**src/assert_macros.svh**
```systemverilog
// ----------------------------------------------------------------------------
// assert_macros.svh
// assertion wrappers shared by the rtl, empty when SYNTH is defined
// ----------------------------------------------------------------------------
`ifndef ASSERT_MACROS_SVH
`define ASSERT_MACROS_SVH

`ifndef SYNTH

// clocked check, masked while reset is asserted
`define ASSERT_CLKD(lbl, prop, msg) \
    lbl: assert property (@(posedge clk) disable iff (!rst_n) prop) else $error(msg);

// clocked check that also holds while reset is asserted
`define ASSERT_ALWAYS(lbl, prop, msg) \
    lbl: assert property (@(posedge clk) prop) else $error(msg);

`else

`define ASSERT_CLKD(lbl, prop, msg)

`define ASSERT_ALWAYS(lbl, prop, msg)

`endif

`endif

```
**src/suv_pkg.sv**
```systemverilog
// ----------------------------------------------------------------------------
// suv_pkg
// types and constants of the strict utf-8 validator
// ----------------------------------------------------------------------------
package suv_pkg;

    localparam int unsigned ByteWidth  = 8;
    localparam int unsigned AccumWidth = 21;
    localparam int unsigned FaultWidth = 3;

    localparam logic [AccumWidth-1:0] CpMax     = 21'h10FFFF;
    localparam logic [AccumWidth-1:0] SurrLow   = 21'h00D800;
    localparam logic [AccumWidth-1:0] SurrHigh  = 21'h00DFFF;
    localparam logic [AccumWidth-1:0] MinTwo    = 21'h000080;
    localparam logic [AccumWidth-1:0] MinThree  = 21'h000800;
    localparam logic [AccumWidth-1:0] MinFour   = 21'h010000;

    localparam logic [ByteWidth-1:0] CtrlLimit  = 8'h20;
    localparam logic [ByteWidth-1:0] DelByte    = 8'h7F;

    typedef enum logic [FaultWidth-1:0] {
        FK_NONE      = 3'd0,
        FK_CONTROL   = 3'd1,
        FK_BAD_LEAD  = 3'd2,
        FK_BAD_CONT  = 3'd3,
        FK_TRUNCATED = 3'd4,
        FK_OVERLONG  = 3'd5,
        FK_ABOVE     = 3'd6,
        FK_SURROGATE = 3'd7
    } fault_kind_t;

    typedef enum logic [1:0] {
        MC_NONE  = 2'd0,
        MC_TWO   = 2'd1,
        MC_THREE = 2'd2,
        MC_FOUR  = 2'd3
    } min_class_t;

    typedef struct packed {
        logic [1:0]            pending;
        logic [AccumWidth-1:0] accum;
        min_class_t            min_class;
        fault_kind_t           fault;
    } suv_state_t;

    localparam suv_state_t StateClear = '{
        pending:   2'd0,
        accum:     '0,
        min_class: MC_NONE,
        fault:     FK_NONE
    };

endpackage

```
**src/suv_byte_if.sv**
```systemverilog
// ----------------------------------------------------------------------------
// suv_byte_if
// valid/ready channel carrying one text byte per request
// ----------------------------------------------------------------------------
interface suv_byte_if;

    logic       valid;
    logic       ready;
    logic [7:0] text_byte;
    logic       is_final;

    modport source (output valid, output text_byte, output is_final, input ready);
    modport sink   (input valid, input text_byte, input is_final, output ready);

endinterface

```
**src/suv_verdict_if.sv**
```systemverilog
// ----------------------------------------------------------------------------
// suv_verdict_if
// valid/ready channel carrying one verdict per request
// ----------------------------------------------------------------------------
interface suv_verdict_if;

    logic       valid;
    logic       ready;
    logic       text_ok;
    logic [2:0] fault_kind;

    modport source (output valid, output text_ok, output fault_kind, input ready);
    modport sink   (input valid, input text_ok, input fault_kind, output ready);

endinterface

```
**src/suv_step.sv**
```systemverilog
// ----------------------------------------------------------------------------
// suv_step
// per-byte decode: next checker state and the verdict fault for a final byte
// ----------------------------------------------------------------------------
module suv_step (
    input  suv_pkg::suv_state_t  state,
    input  logic [7:0]           text_byte,
    input  logic                 is_final,
    output suv_pkg::suv_state_t  state_next,
    output suv_pkg::fault_kind_t verdict_fault
);

    import suv_pkg::*;

    logic [AccumWidth-1:0] acc_shift;
    logic [1:0]            pend_dec;
    logic [AccumWidth-1:0] cp_min;
    suv_state_t            work;

    assign acc_shift = {state.accum[AccumWidth-7:0], text_byte[5:0]};
    assign pend_dec  = state.pending - 2'd1;

    always_comb
    begin
        case (state.min_class)
            MC_THREE: cp_min = MinThree;
            MC_FOUR:  cp_min = MinFour;
            default:  cp_min = MinTwo;
        endcase
    end

    always_comb
    begin
        work = state;
        if (state.fault == FK_NONE)
        begin
            if (state.pending == 2'd0)
            begin
                if (!text_byte[7])
                begin
                    if (text_byte < CtrlLimit || text_byte == DelByte)
                        work.fault = FK_CONTROL;
                end
                else if (text_byte[7:5] == 3'b110)
                begin
                    work.pending   = 2'd1;
                    work.accum     = {16'd0, text_byte[4:0]};
                    work.min_class = MC_TWO;
                end
                else if (text_byte[7:4] == 4'b1110)
                begin
                    work.pending   = 2'd2;
                    work.accum     = {17'd0, text_byte[3:0]};
                    work.min_class = MC_THREE;
                end
                else if (text_byte[7:3] == 5'b11110)
                begin
                    work.pending   = 2'd3;
                    work.accum     = {18'd0, text_byte[2:0]};
                    work.min_class = MC_FOUR;
                end
                else
                begin
                    work.fault = FK_BAD_LEAD;
                end
            end
            else if (text_byte[7:6] != 2'b10)
            begin
                work.fault = FK_BAD_CONT;
            end
            else
            begin
                work.pending = pend_dec;
                work.accum   = acc_shift;
                if (pend_dec == 2'd0)
                begin
                    if (acc_shift < cp_min)
                        work.fault = FK_OVERLONG;
                    else if (acc_shift > CpMax)
                        work.fault = FK_ABOVE;
                    else if (acc_shift >= SurrLow && acc_shift <= SurrHigh)
                        work.fault = FK_SURROGATE;
                    work.accum     = '0;
                    work.min_class = MC_NONE;
                end
            end
        end
    end

    // sequence still open at end of text
    always_comb
    begin
        if (work.fault == FK_NONE && work.pending != 2'd0)
            verdict_fault = FK_TRUNCATED;
        else
            verdict_fault = work.fault;
    end

    assign state_next = is_final ? StateClear : work;

endmodule

```
**src/strict_utf8_validator.sv**
```systemverilog
// ----------------------------------------------------------------------------
// strict_utf8_validator
// checks a byte stream against strict utf-8 and gives one verdict per text
// ----------------------------------------------------------------------------
//  channel   dir   payload                 requests
//  text      in    text_byte, is_final     one per byte
//  verdict   out   text_ok, fault_kind     one per text, on the final byte
//
//  one byte per cycle while text.ready is high; a byte is decoded against the
//  state register in the cycle it is taken, and the verdict sits in the output
//  register from the cycle after the final byte is taken
//  text.ready is low only while a verdict waits and verdict.ready is low
//  reset clears the decode state and empties the output register
// ----------------------------------------------------------------------------
`include "assert_macros.svh"

module strict_utf8_validator (
    input  logic          clk,
    input  logic          rst_n,
    suv_byte_if.sink      text,
    suv_verdict_if.source verdict
);

    import suv_pkg::*;

    suv_state_t  state_reg;
    suv_state_t  state_next;
    fault_kind_t step_fault;
    logic        out_valid_reg;
    logic        out_ok_reg;
    fault_kind_t out_fault_reg;
    logic        in_fire;
    logic        out_fire;

    suv_step u_step (
        .state         (state_reg),
        .text_byte     (text.text_byte),
        .is_final      (text.is_final),
        .state_next    (state_next),
        .verdict_fault (step_fault)
    );

    assign text.ready = !out_valid_reg || verdict.ready;
    assign in_fire    = text.valid && text.ready;
    assign out_fire   = verdict.valid && verdict.ready;

    always_ff @(posedge clk or negedge rst_n)
    begin
        if (!rst_n)
            state_reg <= StateClear;
        else if (in_fire)
            state_reg <= state_next;
    end

    always_ff @(posedge clk or negedge rst_n)
    begin
        if (!rst_n)
            out_valid_reg <= 1'b0;
        else if (in_fire && text.is_final)
            out_valid_reg <= 1'b1;
        else if (out_fire)
            out_valid_reg <= 1'b0;
    end

    always_ff @(posedge clk)
    begin
        if (in_fire && text.is_final)
        begin
            out_ok_reg    <= (step_fault == FK_NONE);
            out_fault_reg <= step_fault;
        end
    end

    assign verdict.valid      = out_valid_reg;
    assign verdict.text_ok    = out_ok_reg;
    assign verdict.fault_kind = out_fault_reg;

    `ASSERT_CLKD(a_ok_matches_fault, verdict.valid |-> (verdict.text_ok == (verdict.fault_kind == FK_NONE)), "text_ok disagrees with fault_kind")
    `ASSERT_CLKD(a_final_gives_verdict, (in_fire && text.is_final) |=> verdict.valid, "final byte gave no verdict")
    `ASSERT_CLKD(a_final_clears_state, (in_fire && text.is_final) |=> (state_reg == StateClear), "state not cleared after final byte")
    `ASSERT_ALWAYS(a_open_has_class, (state_reg.pending != 2'd0) |-> (state_reg.min_class != MC_NONE), "open sequence without minimum class")
    `ASSERT_CLKD(a_fault_latched, (state_reg.fault != FK_NONE && !(in_fire && text.is_final)) |=> (state_reg.fault == $past(state_reg.fault)), "latched fault changed inside a text")

endmodule
```
**src/flat_wrapper.sv**
```systemverilog
// flat-port wrapper written by rule: the top's interface ports become plain ports
module strict_utf8_validator_flat import suv_pkg::*;
  (clk, rst_n, text_valid, text_text_byte, text_is_final, text_ready, verdict_valid, verdict_text_ok, verdict_fault_kind, verdict_ready);
  suv_byte_if text_i ();
  suv_verdict_if verdict_i ();
  input  logic clk;
  input  logic rst_n;
  input wire logic [$bits(text_i.valid)-1:0] text_valid;
  input wire logic [$bits(text_i.text_byte)-1:0] text_text_byte;
  input wire logic [$bits(text_i.is_final)-1:0] text_is_final;
  output wire logic [$bits(text_i.ready)-1:0] text_ready;
  output wire logic [$bits(verdict_i.valid)-1:0] verdict_valid;
  output wire logic [$bits(verdict_i.text_ok)-1:0] verdict_text_ok;
  output wire logic [$bits(verdict_i.fault_kind)-1:0] verdict_fault_kind;
  input wire logic [$bits(verdict_i.ready)-1:0] verdict_ready;
  assign text_i.valid = text_valid;
  assign text_i.text_byte = text_text_byte;
  assign text_i.is_final = text_is_final;
  assign text_ready = text_i.ready;
  assign verdict_valid = verdict_i.valid;
  assign verdict_text_ok = verdict_i.text_ok;
  assign verdict_fault_kind = verdict_i.fault_kind;
  assign verdict_i.ready = verdict_ready;
  strict_utf8_validator u_core (.clk(clk), .rst_n(rst_n), .text(text_i), .verdict(verdict_i));
endmodule
```
**config.mk**
```make
export PLATFORM = sky130hd
export DESIGN_NAME = strict_utf8_validator_flat
export DESIGN_NICKNAME = d
export VERILOG_FILES = /design/src/suv_pkg.sv /design/src/suv_byte_if.sv /design/src/suv_verdict_if.sv /design/src/suv_step.sv /design/src/strict_utf8_validator.sv /design/src/flat_wrapper.sv
export VERILOG_INCLUDE_DIRS = /design/src /design/src/src
export SDC_FILE = /design/constraint.sdc
export NUM_CORES = 1
export LEC_CHECK = 0
export BUFFER_PORTS_ARGS = -buffer_cell sky130_fd_sc_hd__buf_2
export CAP_MARGIN = 10
export CORE_ASPECT_RATIO = 0.8
export CORE_UTILIZATION = 57
export DETAILED_ROUTE_END_ITERATION = 16
export GPL_ROUTABILITY_DRIVEN = 1
export HOLD_SLACK_MARGIN = 0.1
export PLACE_DENSITY = 0.88
export SETUP_SLACK_MARGIN = 0.4
export SYNTH_ARGS = -nofsm -noshare
export SYNTH_HDL_FRONTEND = slang
export SYNTH_SLANG_ARGS = --single-unit
```
**constraint.sdc**
```tcl
create_clock -name clk -period 3.2 [get_ports clk]
set_clock_uncertainty 0.2 [all_clocks]
set_input_delay 0.48 -clock clk [delete_from_list [all_inputs] [get_ports clk]]
set_output_delay 0.48 -clock clk [all_outputs]
set_load 0.01 [all_outputs]
```
==> flow_summary.json <==
{
  "status": "completed",
  "die_y_um": 49.6,
  "hold_path.class": "in -> reg",
  "max_cap_violations": 0,
  "diodes": 0,
  "rsz0062_at_grt": "false",
  "cts_root_buf": "clkbuf_4",
  "clk_latency_ns": 0.33,
  "p_sw_share_pct": 40.4,
  "grt_max_degree": 33,
  "dieWidth_um": 61.5,
  "mostFrequentLayoutCells": "23 x nand2_1, 23 x dfrtp_1, 22 x o21ai_0",
  "comb_power_share_pct": 45.7,
  "cp-start-kind": "register",
  "worstSetupEndpointType": "register",
  "total_power_mw": 1.09,
  "syn_area_mm2": 0.00162,
  "max_slew_margin_pct": 57.9,
  "drt-wirelength-per-cell_um": 15.5,
  "pin_count": 19,
  "place_ws_ns": 0.697,
  "dp_hpwl_mm": 2.51,
  "worstMarginPinSlew_ns": 0.626,
  "fin_tns_setup_ns": 0,
  "clock-sinks": 27,
  "dr.pass1.iters": 5,
  "largest_reg_flops": 22,
  "dieArea_mm2": 0.00305,
  "leakagePower_nw": 0.750,
  "async_flop_share_pct": 85.2,
  "setup_viol": 0,
  "ys.flop_type": "dfrtp_1",
  "numCtsBuffers": 3,
  "synth_warnings": 0,
  "p_sw_uw": 442,
  "htree_levels": 1,
  "ys_types": 43,
  "final_layout_size_suffix_gt1_share_pct": 16.3,
  "initial_core_util_pct": 63.0,
  "max_freq_mhz": 384,
  "p_int_uw": 651,
  "grt_usage_pct": 26.4,
  "synth_top_area_share_pct": 35.6,
  "fin_nets": 214,
  "ant_nets": 0,
  "finalHoldViolations": 0,
  "vias": 1487,
  "portBuffers": 18,
  "arrival_ns": 2.55,
  "post-route-drc-count": 0,
  "seq_area_um2": 696,
  "yosysSeqAreaShare_pct": 43.1,
  "antenna_found_initial": 0,
  "synthToLayoutAreaGrowth_pct": 9.45,
  "grt_pass1_vias": 1302,
  "n_fill_cell": 225,
  "drt_iter0_drc": 88,
  "crit_required_ns": 3.14,
  "synth_largest_area_cell": "dfrtp_1",
  "grt_first_pass_wirelength_mm": 6.04,
  "synth_seq_cells": 27,
  "path_class": "reg -> reg",
  "netlist_instances": 182,
  "std_cell_rows": 16,
  "multiInputGateArea_um2": 855,
  "cts_resized": 0,
  "path_max_fanout": 14,
  "period_share_pct": 81.4,
  "power_density_mw_per_mm2": 619,
  "final_max_slew_viol_count": 0,
  "synth_edf_count": 4,
  "drt-total-wl_mm": 3.59,
  "p_seq_share_pct": 40.8,
  "cts_tree": "built",
  "coreArea_mm2": 0.00256,
  "synthesis.nets": 199,
  "synth.avg_cell_area_um2": 8.88,
  "place_congestion": 0.989,
  "p_clk_share_pct": 13.4,
  "fin_ws_ns": 0.596,
  "synth_area_leaders": "dfrtp_1 36%, edfxtp_1 7.4%, o31ai_1 7.4%, o21ai_0 6.8%, nand2_1 5.3%",
  "fin_crit_ns": 2.60,
  "clockBufferDepth": 2,
  "max-vdd-ir-drop_uv": 420,
  "clk_pin_slew_worst_paths_ns": 0.14,
  "via_per_inst": 6.41,
  "grt-ovfl-total": 0
}
[power groups by stage]
stage,clock network [mW],logic [mW],registers (mW)
floorplan,0,0.367,0.448
global placement,0,0.460,0.446
detailed placement,0,0.485,0.451
CTS,0.150,0.491,0.444
global route,0.159,0.551,0.450
finish,0.147,0.500,0.446
[final timing paths]
check | from | end | slack [ns] | depth (start not counted)
max in group asynchronous | rst_n | u_core.state_reg[15]$_DFFE_PN0P_ | 2.01 | 2
setup / recovery | u_core.state_reg[26]$_DFFE_PN0P_ | u_core.verdict.fault_kind[2]$_DFFE_PP_ | 0.60 | 7
min in group asynchronous | rst_n | u_core.state_reg[7]$_DFFE_PN0P_ | 0.44 | 2
hold reg to reg | u_core.state_reg[5]$_DFFE_PN0P_ | u_core.state_reg[5]$_DFFE_PN0P_ | 0.34 | 2
hold / removal | text_text_byte[2] | u_core.state_reg[7]$_DFFE_PN0P_ | 0.18 | 3
setup reg to reg | u_core.state_reg[26]$_DFFE_PN0P_ | u_core.verdict.fault_kind[2]$_DFFE_PP_ | 0.60 | 7
[kinds of logic (layout without fill, tap and decap cells)]
family / after synthesis / after routing / synth area share, %
buffers and inverters: 18 / 32 / 4.41
AND/OR/NAND/NOR: 66 / 66 / 20.8
flip-flops: 27 / 27 / 43.1
AO/OA/AOI/OAI: 65 / 65 / 27.3
multiplexers: 2 / 2 / 1.32
adder cells (fa/ha/maj): 4 / 4 / 3.10
[critical path, cell delays in order, from the launching register on]
cell      delay [ns]
dfrtp_1         0.45
inv_1           0.10
ha_1            0.35
nor3b_1         0.41
nand2_1         0.13
a221oi_1        0.31
a21oi_1         0.15
o31ai_1         0.31
[cell usage after synthesis (all sizes together), types with 3 or more instances]
cell,number
clkbuf,9
a21oi,6
nor2,9
nand2b,4
nor2b,3
buf,3
ha,4
nand2,23
dfrtp,23
nand4,3
inv,6
or4,3
nand3,4
o21ai,23
o31ai,16
nor3,8
edfxtp,4
[per-layer routing]
metal  share of wire (%)  vias up  global-route usage (%)
met5                   0        -                       0
met4                 1.1        0                    5.19
met3                 7.4        8                    5.25
met2                  46       72                    40.1
met1                  45      696                    39.2
li1                    -      711                       -
[stage by stage]
stage	hold slack, ns	instances	cell area, um^2	utilization, %
2_1_floorplan	-0.0156	182	1620	-
3_3_place_gp	0.273	227	1730	67.5
3_5_place_dp	0.288	227	1730	67.5
4_1_cts	0.182	232	1770	69.0
5_1_grt	0.196	232	1770	69.0
6_report	0.184	232	1770	69.0
[cell type report]
type / instances / share of cell area (%)
inverter: 6 / 1.27
clock buffer: 3 / 1.27
timing repair buffer: 22 / 6.94
multi-input combinational: 137 / 48.3
clock inverter: 1 / 0.283
sequential: 27 / 39.3
tap: 36 / 2.55
[repair_timing]
action / 4_1_cts / 5_1_grt
buffers inserted: 0 / 0
hold buffers: 1 / 0
endpoints found under the hold margin: 23 / 0
endpoints found under the setup margin: 0 / 0
Note: power is estimated with default switching activity, not from simulation.
